### src/design/quat_to_rotation_matrix_core_macros.svh
// ----------------------------------------------------------------------------
// Assertion macros for the quaternion to rotation matrix core
// Concurrent checks clocked on clk; one form honors reset, one does not.
// ----------------------------------------------------------------------------
`ifndef QUAT_TO_ROTATION_MATRIX_CORE_MACROS_SVH
`define QUAT_TO_ROTATION_MATRIX_CORE_MACROS_SVH

// check outside of reset
`define QRM_ASSERT(lbl, prop, msg) \
  lbl: assert property (@(posedge clk) disable iff (rst) prop) else $error(msg);

// check that also holds through reset
`define QRM_ASSERT_ALWAYS(lbl, prop, msg) \
  lbl: assert property (@(posedge clk) prop) else $error(msg);

`endif

### src/design/qrm_pkg.sv
// ----------------------------------------------------------------------------
// qrm_pkg
// Beat types, stage records and sizing for the rotation matrix pipeline.
// ----------------------------------------------------------------------------
`default_nettype none

package qrm_pkg;

  localparam int LANES      = 9;   // matrix entries
  localparam int QBITS      = 16;  // quotient bits before rounding
  localparam int DIV_STEPS  = 2;   // restoring steps per stage
  localparam int DIV_STAGES = QBITS / DIV_STEPS;
  localparam int SW         = 33;  // squared magnitude width
  localparam int RW         = 34;  // partial remainder width
  localparam int NW         = 35;  // signed numerator width

  typedef struct packed {
    logic signed [15:0] qw;
    logic signed [15:0] qx;
    logic signed [15:0] qy;
    logic signed [15:0] qz;
  } quat_t;

  typedef struct packed {
    logic signed [15:0] m00;
    logic signed [15:0] m01;
    logic signed [15:0] m02;
    logic signed [15:0] m10;
    logic signed [15:0] m11;
    logic signed [15:0] m12;
    logic signed [15:0] m20;
    logic signed [15:0] m21;
    logic signed [15:0] m22;
    logic               degenerate;
  } rot_t;

  typedef struct packed {
    logic signed [31:0] ww;
    logic signed [31:0] xx;
    logic signed [31:0] yy;
    logic signed [31:0] zz;
    logic signed [31:0] xy;
    logic signed [31:0] xz;
    logic signed [31:0] yz;
    logic signed [31:0] wx;
    logic signed [31:0] wy;
    logic signed [31:0] wz;
  } prod_t;

  typedef struct packed {
    logic [LANES-1:0][RW-1:0]    r;
    logic [LANES-1:0][QBITS-1:0] q;
    logic [LANES-1:0]            neg;
    logic [SW-1:0]               s;
    logic                        degen;
  } div_t;

endpackage

`default_nettype wire

### src/design/qrm_div_stage.sv
// ----------------------------------------------------------------------------
// qrm_div_stage
// One divider stage: DIV_STEPS restoring steps on all nine lanes by magnitude.
// ----------------------------------------------------------------------------
`default_nettype none

module qrm_div_stage
  import qrm_pkg::*;
(
  input  wire logic clk,
  input  wire logic rst,
  input  wire logic en,
  input  wire logic vin,
  input  wire div_t din,
  output logic      vout,
  output div_t      dout
);

  div_t          nxt;
  logic          ge;
  logic [RW-1:0] d;

  // remainder stays below twice the divisor, so the shift never overflows
  always_comb begin
    nxt = din;
    ge  = 1'b0;
    d   = '0;
    for (int i = 0; i < LANES; i++) begin
      for (int k = 0; k < DIV_STEPS; k++) begin
        ge = (nxt.r[i] >= RW'(nxt.s));
        d  = ge ? nxt.r[i] - RW'(nxt.s) : nxt.r[i];
        nxt.r[i] = {d[RW-2:0], 1'b0};
        nxt.q[i] = {nxt.q[i][QBITS-2:0], ge};
      end
    end
  end

  always_ff @(posedge clk) begin
    if (rst) begin
      vout <= 1'b0;
    end else if (en) begin
      vout <= vin;
    end
  end

  always_ff @(posedge clk) begin
    if (en) begin
      dout <= nxt;
    end
  end

endmodule

`default_nettype wire

### config.mk
export PLATFORM = sky130hd
export DESIGN_NAME = qrm_div_stage
export DESIGN_NICKNAME = d
export VERILOG_FILES = /design/src/design/quat_to_rotation_matrix_core_macros.svh /design/src/design/qrm_pkg.sv /design/src/design/qrm_div_stage.sv
export SDC_FILE = /design/constraint.sdc
export NUM_CORES = 2
export LEC_CHECK = 0
export BUFFER_PORTS_ARGS = -buffer_cell sky130_fd_sc_hd__buf_2
export CELL_PAD_IN_SITES_DETAIL_PLACEMENT = 1
export CELL_PAD_IN_SITES_GLOBAL_PLACEMENT = 2
export CORE_AREA = 2 2 386 388
export CTS_CLUSTER_SIZE = 8
export DETAILED_ROUTE_END_ITERATION = 10
export DIE_AREA = 0 0 388 390
export PLACE_DENSITY_LB_ADDON = 0.1
export REMOVE_ABC_BUFFERS = 1
export SETUP_SLACK_MARGIN = 0.05
export SKIP_CTS_REPAIR_TIMING = 1
export SLEW_MARGIN = 20
export SYNTH_ARGS = -nofsm -noshare
export SYNTH_HDL_FRONTEND = slang
export SYNTH_SLANG_ARGS = --single-unit
### constraint.sdc
create_clock -name clk -period 21.6 [get_ports clk]
set_clock_uncertainty 0.2 [all_clocks]
set_input_delay 4.32 -clock clk [delete_from_list [all_inputs] [get_ports clk]]
set_output_delay 4.32 -clock clk [all_outputs]
set_load 0.02 [all_outputs]
==> results.json <==
{
  "status": "complete, no violations",
  "first_global_vias": 49900,
  "synth_edf_count": 484,
  "regArea_um2": 14600,
  "crit_required_ps": 21810,
  "r2r_start": "vout",
  "cts-buffers-inserted": 76,
  "yosys_most_used_dff": "edfxtp_1",
  "worstReg2RegEnd": "vout",
  "routed_wirelength_um": 236000,
  "grt_pass1_wl_um": 339000,
  "start_util": 0.348,
  "p_per_area_nw_per_um2": 94.3,
  "setup_ws_ps": 7980,
  "clk_path_buf_depth": 3,
  "root_buffer": "clkbuf_16",
  "power_leakage_nw": 26.5,
  "whs_path_depth": 2,
  "die_w_um": 388,
  "antenna_found_initial": 83,
  "ys_seq_area_frac": 0.285,
  "clock.fmax_ghz": 0.0734,
  "hp-class": "reg2reg",
  "placementRows": 141,
  "hold-worst-slack_ps": 303,
  "antenna_left": 0,
  "first_iter_violations": 3102,
  "multiInputGateArea_um2": 35200,
  "critPathMaxStageDelay_ps": 610,
  "finish.net_count": 7849,
  "syn_inst": 5742,
  "critPathSlowestCell": "a2111oi_0",
  "crit_arrival_ps": 13830,
  "drive_gt1_frac": 0.227,
  "htreeDepth": 3,
  "crit_fanout": 39,
  "first_pass_iters": 5,
  "fill_cells": 17400,
  "critPathLaunchType": "primary input",
  "slew_headroom": 0.238,
  "yosysUniqueCellTypes": 92,
  "gp_congestion": 0.906,
  "crit_type": "in2reg",
  "synth_warnings": 0,
  "post-route-util": 0.414,
  "setup_viol": 0,
  "power_w": 0.00574,
  "core_um2": 147000,
  "track_usage": 0.302,
  "clkSlewWorstSetupHoldPaths_ps": 60,
  "synthesis.area_um2": 51100,
  "hpwl_um": 189000,
  "avgRoutedWirePerCell_um": 27.1,
  "avgViaCountPerCell": 5.71,
  "end_kind": "flip-flop",
  "dp_slack_ps": 7430,
  "overflow": 0,
  "reg2regPathDepth": 2,
  "avgSynthCellArea_um2": 8.91,
  "mostFrequentLayoutCell": "buf_2",
  "port_buffers": 963,
  "io_pins": 991,
  "hold_violations": 0,
  "peakVddDrop_mv": 0.0595,
  "path_common_cell": "buf_4",
  "rsz0062_at_grt": "no",
  "tightest_slew_ps": 1140,
  "min-delay-start": "vout",
  "reg2reg_slack_ps": 20810,
  "maxCapViolCount": 0,
  "async_flop_share": 0,
  "layout_common_cells": "buf_2 (962), ha_1 (594), a21oi_1 (565)",
  "drc_errors": 0,
  "clock_latency_ps": 680,
  "hold_path_end": "vout",
  "fin_setup_tns_ps": 0,
  "cts_tree": "built",
  "grt_max_degree": 96,
  "post-route-min-period_ps": 13620,
  "clock-sinks": 485,
  "dieArea_um2": 151000,
  "die_h_um": 390,
  "period_share": 0.631,
  "vias": 49800,
  "area_growth_pct": 19.0,
  "final_max_slew_viol_count": 0,
  "synth-seq-cells": 485
}
-- worst max path at each step --
stage | end | cells after the start | slack [ps] | from
floorplan | dout[293] | 22 | 7370 | din[2]
global placement | dout[293] | 26 | 7490 | din[2]
detailed placement | dout[293] | 26 | 7430 | din[2]
CTS | dout[300] | 26 | 8120 | din[2]
global route | dout[300] | 26 | 7460 | din[2]
finish | dout[300] | 26 | 7980 | din[2]
-- Yosys cell counts (all sizes together), types with 12 or more instances --
library cell    n  area (um^2)
o21bai         78          586
nand3         117          586
a221o          12          120
and2           44          275
a21o          246         1850
mux2          279         3140
edfxtp        484        14500
a2111oi        19          204
a31o           19          166
o21ai         432         2160
xnor2         307         2690
nor2b          56          350
inv           241          905
nor2          392         1470
nand2b         74          463
o31a           12          105
o221ai         16          146
a211oi         79          618
or4            12         90.1
o31ai          67          503
o311ai         13          114
and3           72          455
nor3          102          515
a31oi          55          344
clkbuf         93          349
ha            594         7430
o41ai          19          166
o21a           89          668
buf            46          250
o22ai          12         75.1
nand2         480         1800
o211ai         37          283
nor3b          17          128
xor2          163         1430
mux2i          16          160
fa             18          360
nor4           24          150
a21boi         31          233
a21oi         567         2840
a211o          29          254
nand4          77          482
or2            28          175
and4           20          175
or3            28          175
a221oi         16          140
-- worst max-delay path, delay by kind of cell --
family	cells	cell delay [ps]
adder cells (fa/ha/maj)	2	850
multiplexers	2	820
AO/OA/AOI/OAI	13	4820
buffers and inverters	7	2480
AND/OR/NAND/NOR	2	420
-- kinds of logic (layout without fill, tap and decap cells) --
logic type / after synthesis / after routing / synth area share
DFF: 485 / 485 / 0.285
other: 1 / 36 / 0.0000733
AOI/OAI and AO/OA: 1924 / 1924 / 0.241
muxes: 295 / 295 / 0.0646
xor gates and xnor gates: 470 / 470 / 0.0805
and+or+nand+nor: 1572 / 1572 / 0.148
buffers and inverters: 383 / 1400 / 0.0296
adders and majority gates: 612 / 612 / 0.152
-- metal layers --
layer	vias to the layer above	track usage	share of wire
met4	58	0.140	0.049
met3	389	0.0614	0.061
met2	1301	0.510	0.47
li1	23700	-	-
met1	24300	0.367	0.42
met5	-	0	0.0016
-- area by class of cell --
cell class                      instances  area share
Antenna cell                           27     0.00111
Timing Repair Buffer                 1051      0.0902
Sequential cell                       485       0.239
Multi-Input combinational cell       4882       0.578
Clock inverter                         20     0.00471
Tap cell                             1930      0.0397
Inverter                              244      0.0151
Clock buffer                           85      0.0318
-- power by group --
| group | leakage (nW) | internal (W) | switching [W] |
|---|---|---|---|
| clock network | 1.08 | 0.000682 | 0.000477 |
| registers | 4.74 | 0.00137 | 0.0000821 |
| logic | 20.6 | 0.00119 | 0.00194 |
-- flip-flops by register name, summed over array words and instances, names as in the netlist --
| signal | count |
|---|---|
| vout | 1 |
| dout | 484 |
-- per-stage QoR --
step	instance area [um^2]	instances
global placement	58600	8592
finish	60800	8724
CTS	60800	8697
floorplan	50600	5611
global route	60800	8707
detailed placement	58600	8592
(Power assumes the default switching activity.)
