===== src/design/quat_to_rotation_matrix_core_macros.svh =====
// ----------------------------------------------------------------------------
// Assertion macros for the quaternion to rotation matrix core
// Concurrent checks clocked on clk; one form honors reset, one does not.
// ----------------------------------------------------------------------------
`ifndef QUAT_TO_ROTATION_MATRIX_CORE_MACROS_SVH
`define QUAT_TO_ROTATION_MATRIX_CORE_MACROS_SVH

// check outside of reset
`define QRM_ASSERT(lbl, prop, msg) \
  lbl: assert property (@(posedge clk) disable iff (rst) prop) else $error(msg);

// check that also holds through reset
`define QRM_ASSERT_ALWAYS(lbl, prop, msg) \
  lbl: assert property (@(posedge clk) prop) else $error(msg);

`endif


===== src/design/qrm_pkg.sv =====
// ----------------------------------------------------------------------------
// qrm_pkg
// Beat types, stage records and sizing for the rotation matrix pipeline.
// ----------------------------------------------------------------------------
`default_nettype none

package qrm_pkg;

  localparam int LANES      = 9;   // matrix entries
  localparam int QBITS      = 16;  // quotient bits before rounding
  localparam int DIV_STEPS  = 2;   // restoring steps per stage
  localparam int DIV_STAGES = QBITS / DIV_STEPS;
  localparam int SW         = 33;  // squared magnitude width
  localparam int RW         = 34;  // partial remainder width
  localparam int NW         = 35;  // signed numerator width

  typedef struct packed {
    logic signed [15:0] qw;
    logic signed [15:0] qx;
    logic signed [15:0] qy;
    logic signed [15:0] qz;
  } quat_t;

  typedef struct packed {
    logic signed [15:0] m00;
    logic signed [15:0] m01;
    logic signed [15:0] m02;
    logic signed [15:0] m10;
    logic signed [15:0] m11;
    logic signed [15:0] m12;
    logic signed [15:0] m20;
    logic signed [15:0] m21;
    logic signed [15:0] m22;
    logic               degenerate;
  } rot_t;

  typedef struct packed {
    logic signed [31:0] ww;
    logic signed [31:0] xx;
    logic signed [31:0] yy;
    logic signed [31:0] zz;
    logic signed [31:0] xy;
    logic signed [31:0] xz;
    logic signed [31:0] yz;
    logic signed [31:0] wx;
    logic signed [31:0] wy;
    logic signed [31:0] wz;
  } prod_t;

  typedef struct packed {
    logic [LANES-1:0][RW-1:0]    r;
    logic [LANES-1:0][QBITS-1:0] q;
    logic [LANES-1:0]            neg;
    logic [SW-1:0]               s;
    logic                        degen;
  } div_t;

endpackage

`default_nettype wire


===== src/design/qrm_numer.sv =====
// ----------------------------------------------------------------------------
// qrm_numer
// Second stage: squared magnitude, nine numerators split into sign and size.
// ----------------------------------------------------------------------------
`default_nettype none

module qrm_numer
  import qrm_pkg::*;
(
  input  wire logic  clk,
  input  wire logic  rst,
  input  wire logic  en,
  input  wire logic  vin,
  input  wire prod_t din,
  output logic       vout,
  output div_t       dout
);

  logic signed [NW-1:0] ww, xx, yy, zz, xy, xz, yz, wx, wy, wz;
  logic signed [NW-1:0] num [LANES];
  logic signed [NW-1:0] sum;
  div_t                 nxt;

  always_comb begin
    ww = NW'(din.ww);
    xx = NW'(din.xx);
    yy = NW'(din.yy);
    zz = NW'(din.zz);
    xy = NW'(din.xy);
    xz = NW'(din.xz);
    yz = NW'(din.yz);
    wx = NW'(din.wx);
    wy = NW'(din.wy);
    wz = NW'(din.wz);
    num[0] = ww + xx - yy - zz;
    num[1] = (xy - wz) <<< 1;
    num[2] = (xz + wy) <<< 1;
    num[3] = (xy + wz) <<< 1;
    num[4] = ww - xx + yy - zz;
    num[5] = (yz - wx) <<< 1;
    num[6] = (xz - wy) <<< 1;
    num[7] = (yz + wx) <<< 1;
    num[8] = ww - xx - yy + zz;
    sum = ww + xx + yy + zz;
    nxt.s     = sum[SW-1:0];
    nxt.degen = (sum == '0);
    for (int i = 0; i < LANES; i++) begin
      nxt.neg[i] = num[i][NW-1];
      nxt.r[i]   = num[i][NW-1] ? RW'(-num[i]) : RW'(num[i]);
      nxt.q[i]   = '0;
    end
  end

  always_ff @(posedge clk) begin
    if (rst) begin
      vout <= 1'b0;
    end else if (en) begin
      vout <= vin;
    end
  end

  always_ff @(posedge clk) begin
    if (en) begin
      dout <= nxt;
    end
  end

endmodule

`default_nettype wire


===== config.mk =====
export PLATFORM = sky130hd
export DESIGN_NAME = qrm_numer
export DESIGN_NICKNAME = d
export VERILOG_FILES = /design/src/design/quat_to_rotation_matrix_core_macros.svh /design/src/design/qrm_pkg.sv /design/src/design/qrm_numer.sv
export SDC_FILE = /design/constraint.sdc
export NUM_CORES = 1
export LEC_CHECK = 0
export ABC_AREA = 1
export BUFFER_PORTS_ARGS = -buffer_cell sky130_fd_sc_hd__buf_2
export CAP_MARGIN = 5
export CORE_MARGIN = 1
export CORE_UTILIZATION = 40
export DETAILED_ROUTE_END_ITERATION = 16
export MAX_ROUTING_LAYER = met4
export PLACE_DENSITY = 0.63
export SETUP_SLACK_MARGIN = 0.05
export SYNTH_ARGS = -nofsm -noshare
export SYNTH_HDL_FRONTEND = slang
export SYNTH_SLANG_ARGS = --single-unit

===== constraint.sdc =====
create_clock -name clk -period 7.5 [get_ports clk]
set_input_delay 1.125 -clock clk [delete_from_list [all_inputs] [get_ports clk]]
set_output_delay 1.125 -clock clk [all_outputs]
set_load 0.05 [all_outputs]

==> summary.md <==
| Metric | Value |
|---|---|
| Cells resized by post-CTS repair | `0` |
| Final Max Slew Viols | `0` |
| TritonCTS clock tree | `built` |
| Fmax | `150.8 MHz` |
| CP bufs+invs | `6` |
| Grt ovf | `0` |
| Post-synth EDFFs | `340` |
| HPWL Detailed | `between 150000 and 200000 um` |
| DRC viols | `0` |
| Vias in the first global route | `just under 50000` |
| Slew @ Worst Pin | `0.9067 ns` |
| Final Hold Fails | `0` |
| Synthesized flop and latch total | `around 340` |
| Maximum vdd drop | `0.2803 mV` |
| PD cells | `331.5 nW/um2` |
| Register area | `10230 um2` |
| Final setup violation count | `0` |
| Worst Skew | `0 ns` |
| Synth top cells by count | `nand2_1 (2264), inv_1 (1412), nor2_1 (782)` |
| Max FO, Critical Path | `6` |
| CP Capture Type | `register` |
| Most frequent cell after synthesis | `nand2_1` |
| Core ar. | `125400 um2` |
| Post-synth ARST share | `0` |
| Total I/O pin count | `818` |
| CTS sink count | `341` |
| Global-route wire length before repair | `303800 um` |
| Synth area leader | `edfxtp_1` |
| CTS root buf | `clkbuf_16` |
| Vias per cell | `5.150` |
| Clk_lat worst skew | `~0.59 ns` |
| Fillers | `13550` |
| YS warnings | `0` |
| Post-Synthesis Cells | `7875` |
| Final worst slack | `just under 0.9 ns` |
| Critical Path Max Stage Delay | `between 0.6 and 0.7 ns` |
| Library cells used by synthesis | `between 60 and 70` |
| Layout cell share with drive strength beyond 1 | `0.1172` |
| Largest net degree at the start of global routing | `119` |
| Final core utilization | `0.4480` |
| DIE AREA | `between 100000 and 150000 um2` |
| Max clock buf depth | `3` |
| Crit path launch type | `input pin` |
| Synth Cell Area | `50540 um2` |
| Die Y | `357.5 um` |
| Design Area, Final | `56180 um2` |
| Worst path top cell family by delay | `simple AND/OR/NAND/NOR gates` |
| Hold_ws | `about 0.49 ns` |
| Row count | `130` |
| Yosys top cell area share | `0.2020` |
| Sequential-to-total area share from yosys stat | `0.2024` |
| Pre-CTS setup slack | `around 0.42 ns` |
| Ys flop type | `edfxtp_1` |
| Routed vias | `52440` |
| Initial antenna violation count | `34` |
| Final nets | `9340` |
| Leakage power | `30.18 nW` |
| Wirelength per Cell | `20.90 um` |
| Setup bufs post-CTS | `0` |
| Placed Area | `54750 um2` |
| H-Tree Depth | `2` |
| Final WL | `212800 um` |
| Synth Area per Inst | `between 6 and 7 um2` |
| RSZ-0062 raised after global routing | `false` |
| Data required time of the worst path | `7.85 ns` |
| Die X | `357.5 um` |
| Reg clk slew, reported paths | `0.06 ns` |
| Rel. slew slack | `0.3955` |
| TNS Setup | `0 ns` |
| Area delta synth->final | `11.16%` |
| Fin crit share | `0.8840` |
| Critical path class | `input pin to register` |
| Starting Density | `0.4030` |
| Synth area leaders | `edfxtp_1 (20%), nand2_1 (17%), inv_1 (10%)` |
| Status | `finished clean` |
| Antenna viol nets, final | `0` |
| Total of max-cap violations | `0` |
| Total track usage | `0.3290` |
| Number of CTS-inserted buffers | `42` |
| CP most frequent cell | `nand2_1` |
| Crit path arrival time | `about 7 ns` |
| Area of the multi-input gates | `33470 um2` |
| Initial drt markers | `roughly 4800` |
| Gpl congestion | `1.074` |
| HP Class | `register to register` |
| Cts-stage hold buffer count | `0` |
| First drt pass iteration count | `7` |
| Slowest CP cell | `ha_1` |
| Port-buffer cells | `667` |
| Minimum clock period | `6.630 ns` |
area by class of cell:
class / count / area share
inverters: 1460 / 0.09763
repair buffers: 686 / 0.06236
clock inverters: 31 / 0.005434
well taps: 1650 / 0.03675
flip-flops and latches: 341 / 0.1821
diodes: 25 / 0.001114
multi-input cells: 5943 / 0.5957
clock buffers: 45 / 0.01891
per-layer routing:
layer,GRT usage,vias up,share of wire
li1,-,25660,-
met1,0.4158,24540,0.43
met2,0.5348,1950,0.46
met3,0.04510,278,0.068
met4,0.1166,0,0.037
met5,-,-,0
registers in the layout, indices dropped and copies added (netlist names):
signal,flops
vout,1
dout,340
tightest hold or removal path, cell delays in order, from the launching register on:
cell and delay (ns):
dfxtp_1 0.32, mux2i_1 0.06, nor2_1 0.07
worst paths after layout:
check	to	cells past startpoint	start	slack (ns)
worst max register to register	vout$_SDFFE_PP0P_	2	vout$_SDFFE_PP0P_	6.91
worst min register to register	vout$_SDFFE_PP0P_	2	vout$_SDFFE_PP0P_	0.49
worst min-delay path	vout$_SDFFE_PP0P_	2	vout$_SDFFE_PP0P_	0.49
worst max-delay path	dout[0]$_DFFE_PP_	31	din[258]	0.87
layout by cell type (no fill, tap or decap), drive strengths merged, types with 9 or more instances in the layout:
| cell type | synthesis | layout |
|---|---|---|
| conb | 1 | 150 |
| o21ai | 274 | 274 |
| a21oi | 463 | 463 |
| ha | 401 | 401 |
| buf | 249 | 686 |
| a21o | 11 | 11 |
| o21bai | 35 | 35 |
| and2 | 21 | 21 |
| nor3 | 89 | 89 |
| o21a | 13 | 13 |
| inv | 1457 | 1463 |
| nand3 | 582 | 582 |
| nor4 | 15 | 15 |
| nand3b | 39 | 39 |
| clkinv | 3 | 21 |
| xor2 | 282 | 282 |
| nor2 | 848 | 848 |
| a31oi | 15 | 15 |
| edfxtp | 340 | 340 |
| xnor2 | 69 | 69 |
| a21boi | 14 | 14 |
| diode | 0 | 25 |
| clkbuf | 31 | 45 |
| nand2 | 2313 | 2313 |
| o31ai | 9 | 9 |
| fa | 141 | 141 |
| nand4 | 125 | 125 |
through the flow:
stage / instances / power [mW]
finish: 10180 / 18.63
detailed placement: 10080 / 16.42
global route: 10180 / 19.89
CTS: 10160 / 18.59
floorplan: 8024 / 12.71
global placement: 10080 / 16.37
logic make-up after synthesis:
logic type,after synthesis,share of synthesized area
AOI/OAI and AO/OA,856,0.09286
DFF,341,0.2024
muxes,1,0.0001981
other,1,0.00007420
and+or+nand+nor,4043,0.3399
adders and majority gates,542,0.1551
xor gates and xnor gates,351,0.06298
buffers and inverters,1740,0.1464
report_power, final:
group	switching [mW]	leakage [nW]	total [mW]	internal (mW)
logic	9.68	26.2	13.1	3.45
registers	0.228	3.33	3.40	3.17
clock network	0.927	0.665	2.10	1.18
No activity file was read; power rests on OpenSTA's default activity.
